## config.mk

```make
export PLATFORM = sky130hd
export DESIGN_NAME = cpu_alu_with_flags
export DESIGN_NICKNAME = d
export VERILOG_FILES = /design/src/rtl/core/calu_pkg.sv /design/src/rtl/core/cpu_alu_with_flags.sv /design/src/rtl/core/calu_alu8.sv /design/src/rtl/core/calu_alu16.sv
export VERILOG_INCLUDE_DIRS = /design/src /design/src/rtl/core
export SDC_FILE = /design/constraint.sdc
export NUM_CORES = 1
export LEC_CHECK = 0
export ABC_AREA = 1
export BUFFER_PORTS_ARGS = -buffer_cell sky130_fd_sc_hd__buf_4
export CAP_MARGIN = 20
export CORE_UTILIZATION = 56
export DETAILED_ROUTE_END_ITERATION = 7
export PLACE_DENSITY_LB_ADDON = 0.3
export SLEW_MARGIN = 30
export SYNTH_ARGS = -nofsm -noshare
export SYNTH_HDL_FRONTEND = slang
export SYNTH_SLANG_ARGS = --single-unit
```

## constraint.sdc

```tcl
create_clock -name i_clk -period 3.9 [get_ports i_clk]
set_input_delay 0.195 -clock i_clk [delete_from_list [all_inputs] [get_ports i_clk]]
set_output_delay 0.195 -clock i_clk [all_outputs]
set_load 0.05 [all_outputs]
```

## src/rtl/core/assert_macros.svh

```systemverilog
// ---------------------------------------------------------------------------
// assertion macros
// shared concurrent assertion wrappers, compiled out when SYNTH is defined
// ---------------------------------------------------------------------------
`ifndef ASSERT_MACROS_SVH
`define ASSERT_MACROS_SVH

`ifndef SYNTH
// clocked check, disabled while reset is asserted
`define AST_CHK(label, clk, rst_n, prop) \
    label: assert property (@(posedge clk) disable iff (!rst_n) prop) \
        else $error("assertion failed");
// clocked check, active during reset as well
`define AST_ALWAYS(label, clk, prop) \
    label: assert property (@(posedge clk) prop) \
        else $error("assertion failed");
`else
`define AST_CHK(label, clk, rst_n, prop)
`define AST_ALWAYS(label, clk, prop)
`endif

`endif

```

## src/rtl/core/calu_pkg.sv

```systemverilog
// ---------------------------------------------------------------------------
// calu_pkg
// operation codes, flag positions and shared types of the cpu alu
// ---------------------------------------------------------------------------
`default_nettype none

package calu_pkg;

    typedef enum logic [5:0] {
        FN_ADD    = 6'd0,
        FN_ADC    = 6'd1,
        FN_SUB    = 6'd2,
        FN_SBC    = 6'd3,
        FN_AND    = 6'd4,
        FN_XOR    = 6'd5,
        FN_OR     = 6'd6,
        FN_CP     = 6'd7,
        FN_INC    = 6'd8,
        FN_DEC    = 6'd9,
        FN_RLC    = 6'd10,
        FN_RRC    = 6'd11,
        FN_RL     = 6'd12,
        FN_RR     = 6'd13,
        FN_SLA    = 6'd14,
        FN_SRA    = 6'd15,
        FN_SWAP   = 6'd16,
        FN_SRL    = 6'd17,
        FN_BIT    = 6'd18,
        FN_RES    = 6'd19,
        FN_SET    = 6'd20,
        FN_DAA    = 6'd21,
        FN_CPL    = 6'd22,
        FN_CCF    = 6'd23,
        FN_SCF    = 6'd24,
        FN_RLCA   = 6'd25,
        FN_RRCA   = 6'd26,
        FN_RLA    = 6'd27,
        FN_RRA    = 6'd28,
        FN_ADD16  = 6'd29,
        FN_ADDSP  = 6'd30,
        FN_INC16  = 6'd31,
        FN_DEC16  = 6'd32
    } t_func;

    // flag bit positions
    localparam int unsigned FLAG_Z = 3;
    localparam int unsigned FLAG_N = 2;
    localparam int unsigned FLAG_H = 1;
    localparam int unsigned FLAG_C = 0;

    // decimal adjust constants
    localparam logic [7:0] DAA_LO     = 8'h06;
    localparam logic [7:0] DAA_HI     = 8'h60;
    localparam logic [8:0] DAA_LIMIT  = 9'h09F;
    localparam logic [3:0] BCD_DIGMAX = 4'd9;

    typedef struct packed {
        logic [15:0] result;
        logic [3:0]  flags;
        logic        wr;
    } t_alu_res;

endpackage

`default_nettype wire

```

## src/rtl/core/cpu_alu_with_flags.sv

```systemverilog
// ---------------------------------------------------------------------------
// cpu_alu_with_flags
// 8-bit cpu alu with z/n/h/c flags, registered two-stage datapath
// ---------------------------------------------------------------------------
// One operation is taken per transfer on the input channel and exactly one
// result transfer follows on the output channel, in order. The block takes a
// new operation in every cycle while the output side keeps up: an input
// register feeds the 8-bit and 16-bit operation units, whose selected result
// lands in an output register. With the output side always ready a result
// passes the input register and then the output register, and throughput is
// one operation per cycle; when the output side stalls, the two register
// stages fill and the input channel stops taking items until the output
// register drains. The block holds no state between operations: flags come in
// with each operation and the updated flags go out with its result.
`default_nettype none
`include "assert_macros.svh"

module cpu_alu_with_flags (
    input  wire logic        i_clk,
    input  wire logic        i_rst_n,
    // operation channel
    input  wire logic        i_in_valid,
    output logic             o_in_ready,
    input  wire logic [5:0]  i_func,
    input  wire logic [15:0] i_opnd_a,
    input  wire logic [15:0] i_opnd_b,
    input  wire logic [2:0]  i_bit_index,
    input  wire logic [3:0]  i_flags_in,
    // result channel
    output logic             o_out_valid,
    input  wire logic        i_out_ready,
    output logic [15:0]      o_result,
    output logic [3:0]       o_flags_out,
    output logic             o_writes_result
);
    import calu_pkg::*;

    // input stage
    logic        r_s1_valid;
    t_func       r_s1_func;
    logic [15:0] r_s1_a;
    logic [15:0] r_s1_b;
    logic [2:0]  r_s1_bidx;
    logic [3:0]  r_s1_flags;

    // output stage
    logic        r_out_valid;
    t_alu_res    r_out;

    logic        s1_load;
    logic        s2_load;
    logic        is16;
    t_alu_res    res8;
    t_alu_res    res16;
    t_alu_res    n_out;

    // output register frees when empty or when its transfer completes;
    // input register frees when empty or when its item moves on
    assign s2_load    = ~r_out_valid | i_out_ready;
    assign o_in_ready = ~r_s1_valid | s2_load;
    assign s1_load    = i_in_valid & o_in_ready;

    always_ff @(posedge i_clk) begin
        if (!i_rst_n) begin
            r_s1_valid <= 1'b0;
        end else if (o_in_ready) begin
            r_s1_valid <= i_in_valid;
        end
    end

    always_ff @(posedge i_clk) begin
        if (s1_load) begin
            r_s1_func  <= t_func'(i_func);
            r_s1_a     <= i_opnd_a;
            r_s1_b     <= i_opnd_b;
            r_s1_bidx  <= i_bit_index;
            r_s1_flags <= i_flags_in;
        end
    end

    calu_alu8 u_alu8 (
        .i_func (r_s1_func),
        .i_a    (r_s1_a[7:0]),
        .i_b    (r_s1_b[7:0]),
        .i_bidx (r_s1_bidx),
        .i_fin  (r_s1_flags),
        .o_res  (res8)
    );

    calu_alu16 u_alu16 (
        .i_func (r_s1_func),
        .i_a    (r_s1_a),
        .i_b    (r_s1_b),
        .i_fin  (r_s1_flags),
        .o_res  (res16)
    );

    // 16-bit ops take the wide unit, everything else (unused codes too)
    // comes from the 8-bit unit
    assign is16  = r_s1_func inside {[FN_ADD16:FN_DEC16]};
    assign n_out = is16 ? res16 : res8;

    always_ff @(posedge i_clk) begin
        if (!i_rst_n) begin
            r_out_valid <= 1'b0;
        end else if (s2_load) begin
            r_out_valid <= r_s1_valid;
        end
    end

    always_ff @(posedge i_clk) begin
        if (s2_load && r_s1_valid) begin
            r_out <= n_out;
        end
    end

    assign o_out_valid     = r_out_valid;
    assign o_result        = r_out.result;
    assign o_flags_out     = r_out.flags;
    assign o_writes_result = r_out.wr;

    // an item in the input stage reaches the output register when it frees
    `AST_CHK(a_s1_moves, i_clk, i_rst_n, (r_s1_valid && s2_load) |=> r_out_valid)
    // a blocked input stage keeps its item
    `AST_CHK(a_s1_holds, i_clk, i_rst_n, (r_s1_valid && !s2_load) |=> (r_s1_valid && $stable(r_s1_a) && $stable(r_s1_func)))
    // 8-bit ops never set the upper result byte
    `AST_CHK(a_upper_zero, i_clk, i_rst_n, (r_s1_valid && s2_load && !is16) |=> (o_result[15:8] == 8'h00))
    // non-writing results carry only a low byte
    `AST_CHK(a_nowr_low, i_clk, i_rst_n, (o_out_valid && !o_writes_result) |-> (o_result[15:8] == 8'h00))
    // both stages empty right after reset
    `AST_ALWAYS(a_rst_empty, i_clk, !i_rst_n |=> (!r_s1_valid && !r_out_valid))

endmodule

`default_nettype wire

```

## src/rtl/core/calu_alu8.sv

```systemverilog
// ---------------------------------------------------------------------------
// calu_alu8
// 8-bit arithmetic, logic, rotate, bit and flag operations
// ---------------------------------------------------------------------------
`default_nettype none

module calu_alu8 (
    input  var calu_pkg::t_func    i_func,
    input  wire logic [7:0]        i_a,
    input  wire logic [7:0]        i_b,
    input  wire logic [2:0]        i_bidx,
    input  wire logic [3:0]        i_fin,
    output calu_pkg::t_alu_res     o_res
);
    import calu_pkg::*;

    logic       cin;
    logic [8:0] add_sum;
    logic [8:0] sub_diff;
    logic [8:0] incdec;
    logic [7:0] bit_mask;
    logic       daa_lo_adj;
    logic [8:0] daa_t1;
    logic       daa_hi_adj;
    logic [8:0] daa_add;
    logic [7:0] daa_s1;
    logic [7:0] daa_sub;
    logic [7:0] daa_r;
    logic       daa_c;
    logic [7:0] r8;

    function automatic logic [3:0] f_znhc(logic [7:0] r, logic n, logic h, logic c);
        return {(r == 8'h00), n, h, c};
    endfunction

    assign cin = i_fin[FLAG_C];

    assign add_sum  = {1'b0, i_a} + {1'b0, i_b}
                    + {8'h00, (i_func == FN_ADC) & cin};
    assign sub_diff = {1'b0, i_a} - {1'b0, i_b}
                    - {8'h00, (i_func == FN_SBC) & cin};
    assign incdec   = (i_func == FN_INC) ? ({1'b0, i_a} + 9'd1) : ({1'b0, i_a} - 9'd1);
    assign bit_mask = 8'h01 << i_bidx;

    // decimal adjust, add path
    assign daa_lo_adj = i_fin[FLAG_H] | (i_a[3:0] > BCD_DIGMAX);
    assign daa_t1     = {1'b0, i_a} + (daa_lo_adj ? {1'b0, DAA_LO} : 9'h000);
    assign daa_hi_adj = cin | (daa_t1 > DAA_LIMIT);
    assign daa_add    = daa_t1 + (daa_hi_adj ? {1'b0, DAA_HI} : 9'h000);
    // decimal adjust, subtract path
    assign daa_s1     = i_fin[FLAG_H] ? (i_a - DAA_LO) : i_a;
    assign daa_sub    = cin ? (daa_s1 - DAA_HI) : daa_s1;
    assign daa_r      = i_fin[FLAG_N] ? daa_sub : daa_add[7:0];
    assign daa_c      = cin | (~i_fin[FLAG_N] & daa_add[8]);

    always_comb begin
        r8           = i_a;
        o_res.flags  = i_fin;
        o_res.wr     = 1'b1;
        case (i_func)
            FN_ADD, FN_ADC: begin
                r8          = add_sum[7:0];
                o_res.flags = f_znhc(r8, 1'b0, i_a[4] ^ i_b[4] ^ add_sum[4], add_sum[8]);
            end
            FN_SUB, FN_SBC, FN_CP: begin
                o_res.flags = f_znhc(sub_diff[7:0], 1'b1,
                                     i_a[4] ^ i_b[4] ^ sub_diff[4], sub_diff[8]);
                if (i_func == FN_CP) begin
                    o_res.wr = 1'b0;
                end else begin
                    r8 = sub_diff[7:0];
                end
            end
            FN_AND: begin
                r8          = i_a & i_b;
                o_res.flags = f_znhc(r8, 1'b0, 1'b1, 1'b0);
            end
            FN_XOR: begin
                r8          = i_a ^ i_b;
                o_res.flags = f_znhc(r8, 1'b0, 1'b0, 1'b0);
            end
            FN_OR: begin
                r8          = i_a | i_b;
                o_res.flags = f_znhc(r8, 1'b0, 1'b0, 1'b0);
            end
            FN_INC, FN_DEC: begin
                r8          = incdec[7:0];
                o_res.flags = f_znhc(r8, i_func == FN_DEC, i_a[4] ^ incdec[4], cin);
            end
            FN_RLC: begin
                r8          = {i_a[6:0], i_a[7]};
                o_res.flags = f_znhc(r8, 1'b0, 1'b0, i_a[7]);
            end
            FN_RRC: begin
                r8          = {i_a[0], i_a[7:1]};
                o_res.flags = f_znhc(r8, 1'b0, 1'b0, i_a[0]);
            end
            FN_RL: begin
                r8          = {i_a[6:0], cin};
                o_res.flags = f_znhc(r8, 1'b0, 1'b0, i_a[7]);
            end
            FN_RR: begin
                r8          = {cin, i_a[7:1]};
                o_res.flags = f_znhc(r8, 1'b0, 1'b0, i_a[0]);
            end
            FN_SLA: begin
                r8          = {i_a[6:0], 1'b0};
                o_res.flags = f_znhc(r8, 1'b0, 1'b0, i_a[7]);
            end
            FN_SRA: begin
                r8          = {i_a[7], i_a[7:1]};
                o_res.flags = f_znhc(r8, 1'b0, 1'b0, i_a[0]);
            end
            FN_SWAP: begin
                r8          = {i_a[3:0], i_a[7:4]};
                o_res.flags = f_znhc(r8, 1'b0, 1'b0, 1'b0);
            end
            FN_SRL: begin
                r8          = {1'b0, i_a[7:1]};
                o_res.flags = f_znhc(r8, 1'b0, 1'b0, i_a[0]);
            end
            FN_BIT: begin
                o_res.flags = {~|(i_a & bit_mask), 1'b0, 1'b1, cin};
                o_res.wr    = 1'b0;
            end
            FN_RES: r8 = i_a & ~bit_mask;
            FN_SET: r8 = i_a | bit_mask;
            FN_DAA: begin
                r8          = daa_r;
                o_res.flags = {(daa_r == 8'h00), i_fin[FLAG_N], 1'b0, daa_c};
            end
            FN_CPL: begin
                r8          = ~i_a;
                o_res.flags = i_fin | 4'b0110;
            end
            FN_CCF: begin
                o_res.flags = {i_fin[FLAG_Z], 2'b00, ~cin};
                o_res.wr    = 1'b0;
            end
            FN_SCF: begin
                o_res.flags = {i_fin[FLAG_Z], 2'b00, 1'b1};
                o_res.wr    = 1'b0;
            end
            FN_RLCA: begin
                r8          = {i_a[6:0], i_a[7]};
                o_res.flags = {3'b000, i_a[7]};
            end
            FN_RRCA: begin
                r8          = {i_a[0], i_a[7:1]};
                o_res.flags = {3'b000, i_a[0]};
            end
            FN_RLA: begin
                r8          = {i_a[6:0], cin};
                o_res.flags = {3'b000, i_a[7]};
            end
            FN_RRA: begin
                r8          = {cin, i_a[7:1]};
                o_res.flags = {3'b000, i_a[0]};
            end
            default: begin
                // unused codes and 16-bit ops
                r8       = 8'h00;
                o_res.wr = 1'b0;
            end
        endcase
        o_res.result = {8'h00, r8};
    end

endmodule

`default_nettype wire

```

## src/rtl/core/calu_alu16.sv

```systemverilog
// ---------------------------------------------------------------------------
// calu_alu16
// 16-bit add to hl, sp plus signed byte, increment and decrement
// ---------------------------------------------------------------------------
`default_nettype none

module calu_alu16 (
    input  var calu_pkg::t_func    i_func,
    input  wire logic [15:0]       i_a,
    input  wire logic [15:0]       i_b,
    input  wire logic [3:0]        i_fin,
    output calu_pkg::t_alu_res     o_res
);
    import calu_pkg::*;

    logic [16:0] sum16;
    logic [15:0] sext_b;
    logic [15:0] sum_sp;

    assign sum16  = {1'b0, i_a} + {1'b0, i_b};
    assign sext_b = {{8{i_b[7]}}, i_b[7:0]};
    assign sum_sp = i_a + sext_b;

    always_comb begin
        o_res.result = 16'h0000;
        o_res.flags  = i_fin;
        o_res.wr     = 1'b1;
        case (i_func)
            FN_ADD16: begin
                o_res.result = sum16[15:0];
                o_res.flags  = {i_fin[FLAG_Z], 1'b0, i_a[12] ^ i_b[12] ^ sum16[12], sum16[16]};
            end
            FN_ADDSP: begin
                // half and full carry come from the low byte
                o_res.result = sum_sp;
                o_res.flags  = {2'b00, i_a[4] ^ sext_b[4] ^ sum_sp[4],
                                i_a[8] ^ sext_b[8] ^ sum_sp[8]};
            end
            FN_INC16: o_res.result = i_a + 16'd1;
            FN_DEC16: o_res.result = i_a - 16'd1;
            default:  o_res.wr = 1'b0;
        endcase
    end

endmodule

`default_nettype wire

```

==> flow_summary.json <==
{
  "dp.cells": 1402,
  "ir_drop_uv": 281,
  "critPathMostFrequentCell": "nand2_1",
  "ys_warn_count": 0,
  "period_minus_slack_ns": 3.62,
  "cp_num_buf_inv": 4,
  "synth_top_area_cell": "edfxtp_1",
  "path_cells": "buf_4 -> ha_1 -> inv_1 -> fa_1 -> nor2_2 -> nand2_1 -> nand2_1 -> nand2_1 -> o21ai_0 -> nand3_1 -> ha_1 -> fa_1 -> inv_1 -> nand2_1 -> nand3_1 -> nand2_1 -> nand2_1 -> nor2_1 -> nor2_1 -> nand4_1 -> nand2_1 -> inv_1",
  "diodes": 0,
  "cpPeakStageDelay_ns": 0.41,
  "die_y_um": 120,
  "finalMaxSlewViolations": 0,
  "final_cell_mix": "255 x nand2_1, 148 x inv_1, 116 x nand3_1",
  "drt_wl_total_um": 30900,
  "die_area_um2": 14400,
  "routed-via-count": 9020,
  "start_util_pct": 58.3,
  "placed_area_um2": 8760,
  "die_w_um": 120,
  "layoutNonFillerInstCount": 1420,
  "synth_cells": 1138,
  "fill_cells": 1237,
  "synth_area_leaders": "edfxtp_1 25%, nand2_1 12%, ha_1 12%",
  "synth_top_area_share_pct": 25.4,
  "power_mw": 2.69,
  "portBuffers": 71,
  "numCtsBuffers": 9,
  "clkTransAtPathRegs_ns": 0.07,
  "fin_crit_sh_pct": 92.8,
  "syn_nets": 1269,
  "detail-route-antenna-nets": 0,
  "async_flop_share_pct": 0,
  "via_per_inst": 6.35,
  "cp_max_fo": 18,
  "cp_slowest_cell": "fa_1",
  "cts_buffer_depth": 2,
  "yosysUniqueCellTypes": 47,
  "synth_edf_count": 66,
  "grt_max_degree": 46,
  "grt.total_usage_pct": 43.6,
  "cts_root_buf": "clkbuf_16",
  "htree_levels": 3,
  "critPathKind": "reg2reg",
  "antenna_found_initial": 2,
  "dpl_worst_slack_ns": 0.237,
  "final_layout_size_suffix_gt1_share_pct": 13.7,
  "cp.required_ns": 4.02,
  "end_kind": "flip-flop",
  "cellLeakagePower_nw": 4.34,
  "powerDensity_nw_per_um2": 297,
  "final.setup.tns_ns": 0,
  "grt_overflow": 0,
  "hold_ws_ns": 0.00437,
  "rsz0062_at_grt": "no",
  "max-cap-violations": 0,
  "grt_pass1_wl_um": 46300,
  "first_pass_iters": 5,
  "synth_area_um2": 7810,
  "cts_sinks": 68,
  "wl_per_cell_um": 21.7,
  "timing.critical_path.max_delay_family": "adder cells",
  "report.final.hold_viol_count": 0,
  "max_freq_mhz": 276,
  "status": "completed",
  "min_path_type": "in2reg",
  "drc": 0,
  "layout_commonest_cell": "nand2_1",
  "synth_top_flop_cell": "edfxtp_1",
  "crit_path_start_kind": "flip-flop",
  "clk_latency_ns": 0.36,
  "multi_input_area_um2": 5090,
  "ys_seq_area_share_pct": 25.9,
  "tightest_slew_ns": 0.830,
  "grt_pass1_vias": 8025,
  "synth_seq_cells": 68,
  "gp_congestion": 1.13,
  "final_area_um2": 9080,
  "coreArea_um2": 13400,
  "worst_slack_ns": 0.281,
  "row_count": 42,
  "drt_iter0_markers": 1417,
  "synth_area_per_cell_um2": 6.86,
  "relSlewSlack_pct": 44.6,
  "arrival_ns": 3.74,
  "seqCellArea_um2": 2020,
  "cts_tree": "yes",
  "finalClockSkew_ns": 0.0144,
  "place_hpwl_um": 23900,
  "utilization_pct": 67.8,
  "area_growth_pct": 16.3,
  "nets": 1370,
  "num_io_pins": 72,
  "setup_viol": 0
}
## timing repair
action / 4_1_cts / 5_1_grt
hold endpoints to repair: 0 / 1
hold buffers: 0 / 1
resized for setup: 0 / 2
setup endpoints to repair: 0 / 3
setup buffers: 0 / 1
## sequential cells by signal, summed over array words and instances (netlist names)
register / cells
o_writes_result: 1
r_s1_flags: 4
r_s1_func: 6
r_s1_a: 16
o_flags_out: 4
r_s1_bidx: 3
o_out_valid: 1
r_s1_b: 16
r_s1_valid: 1
o_result: 16
## power by group
part / switching, mW / internal [mW] / leakage (nW)
clock network: 0.386 / 0.505 / 0.143
logic: 0.598 / 0.303 / 3.54
registers: 0.0439 / 0.857 / 0.664
total: 1.03 / 1.67 / 4.34
## metal layers
metal / wire length, um / up-vias / part of all wire [%] / global-route usage (%)
met1: 12400 / 4074 / 40 / 61.1
met3: 4520 / 111 / 15 / 12.1
li1: - / 4089 / - / -
met4: 1400 / 2 / 4.5 / 19.7
met2: 12500 / 744 / 41 / 61.8
met5: 14 / - / 0.045 / 0
## cell type report
class                           instances  share of cell area, %
Multi-Input combinational cell        887                   56.0
Sequential cell                        68                   22.3
Timing Repair Buffer                  112                   9.28
Inverter                              161                   6.67
Clock buffer                            9                   2.48
Tap cell                              176                   2.42
Clock inverter                          7                  0.881
## Yosys cell counts, drive strengths merged, types with 5 or more instances
master,number
a211oi,7
a21boi,7
a21oi,70
a31oi,5
buf,13
clkbuf,9
edfxtp,66
fa,9
ha,73
inv,157
nand2,257
nand3,120
nand4,31
nor2,115
nor3,24
o2111ai,5
o211ai,10
o21ai,75
o21bai,8
o221ai,7
o22ai,9
or2,13
xnor2,9
xor2,15
## cells by family (layout without fill, tap and decap cells)
kind of cell	after synthesis	after routing	share of synthesized area [%]
adder cells (fa/ha/maj)	82	82	14.0
XOR/XNOR	24	24	2.69
buffers and inverters	183	289	9.05
flip-flops	68	68	25.9
AND/OR/NAND/NOR	567	567	32.4
AO/OA/AOI/OAI	214	214	16.0
## worst register-to-register path: stages, from the launching register on
cell and delay, ns:
edfxtp_1 0.35, buf_4 0.31, ha_1 0.23, inv_1 0.06, fa_1 0.41, nor2_2 0.18, nand2_1 0.06, nand2_1 0.08
nand2_1 0.10, o21ai_0 0.09, nand3_1 0.16, ha_1 0.26, fa_1 0.39, inv_1 0.06, nand2_1 0.05, nand3_1 0.09
nand2_1 0.07, nand2_1 0.08, nor2_1 0.06, nor2_1 0.09, nand4_1 0.09, nand2_1 0.08, inv_1 0.04
## final timing paths
path / from / end / slack (ns) / cells after the start
min reg2reg: r_s1_valid / o_out_valid / 0.50 / 2
min: i_opnd_b[3] / r_s1_b[3] / 0.004 / 1
max: r_s1_a[1] / o_flags_out[3] / 0.28 / 22
max reg2reg: r_s1_a[1] / o_flags_out[3] / 0.28 / 22
(Power assumes the default switching activity.)
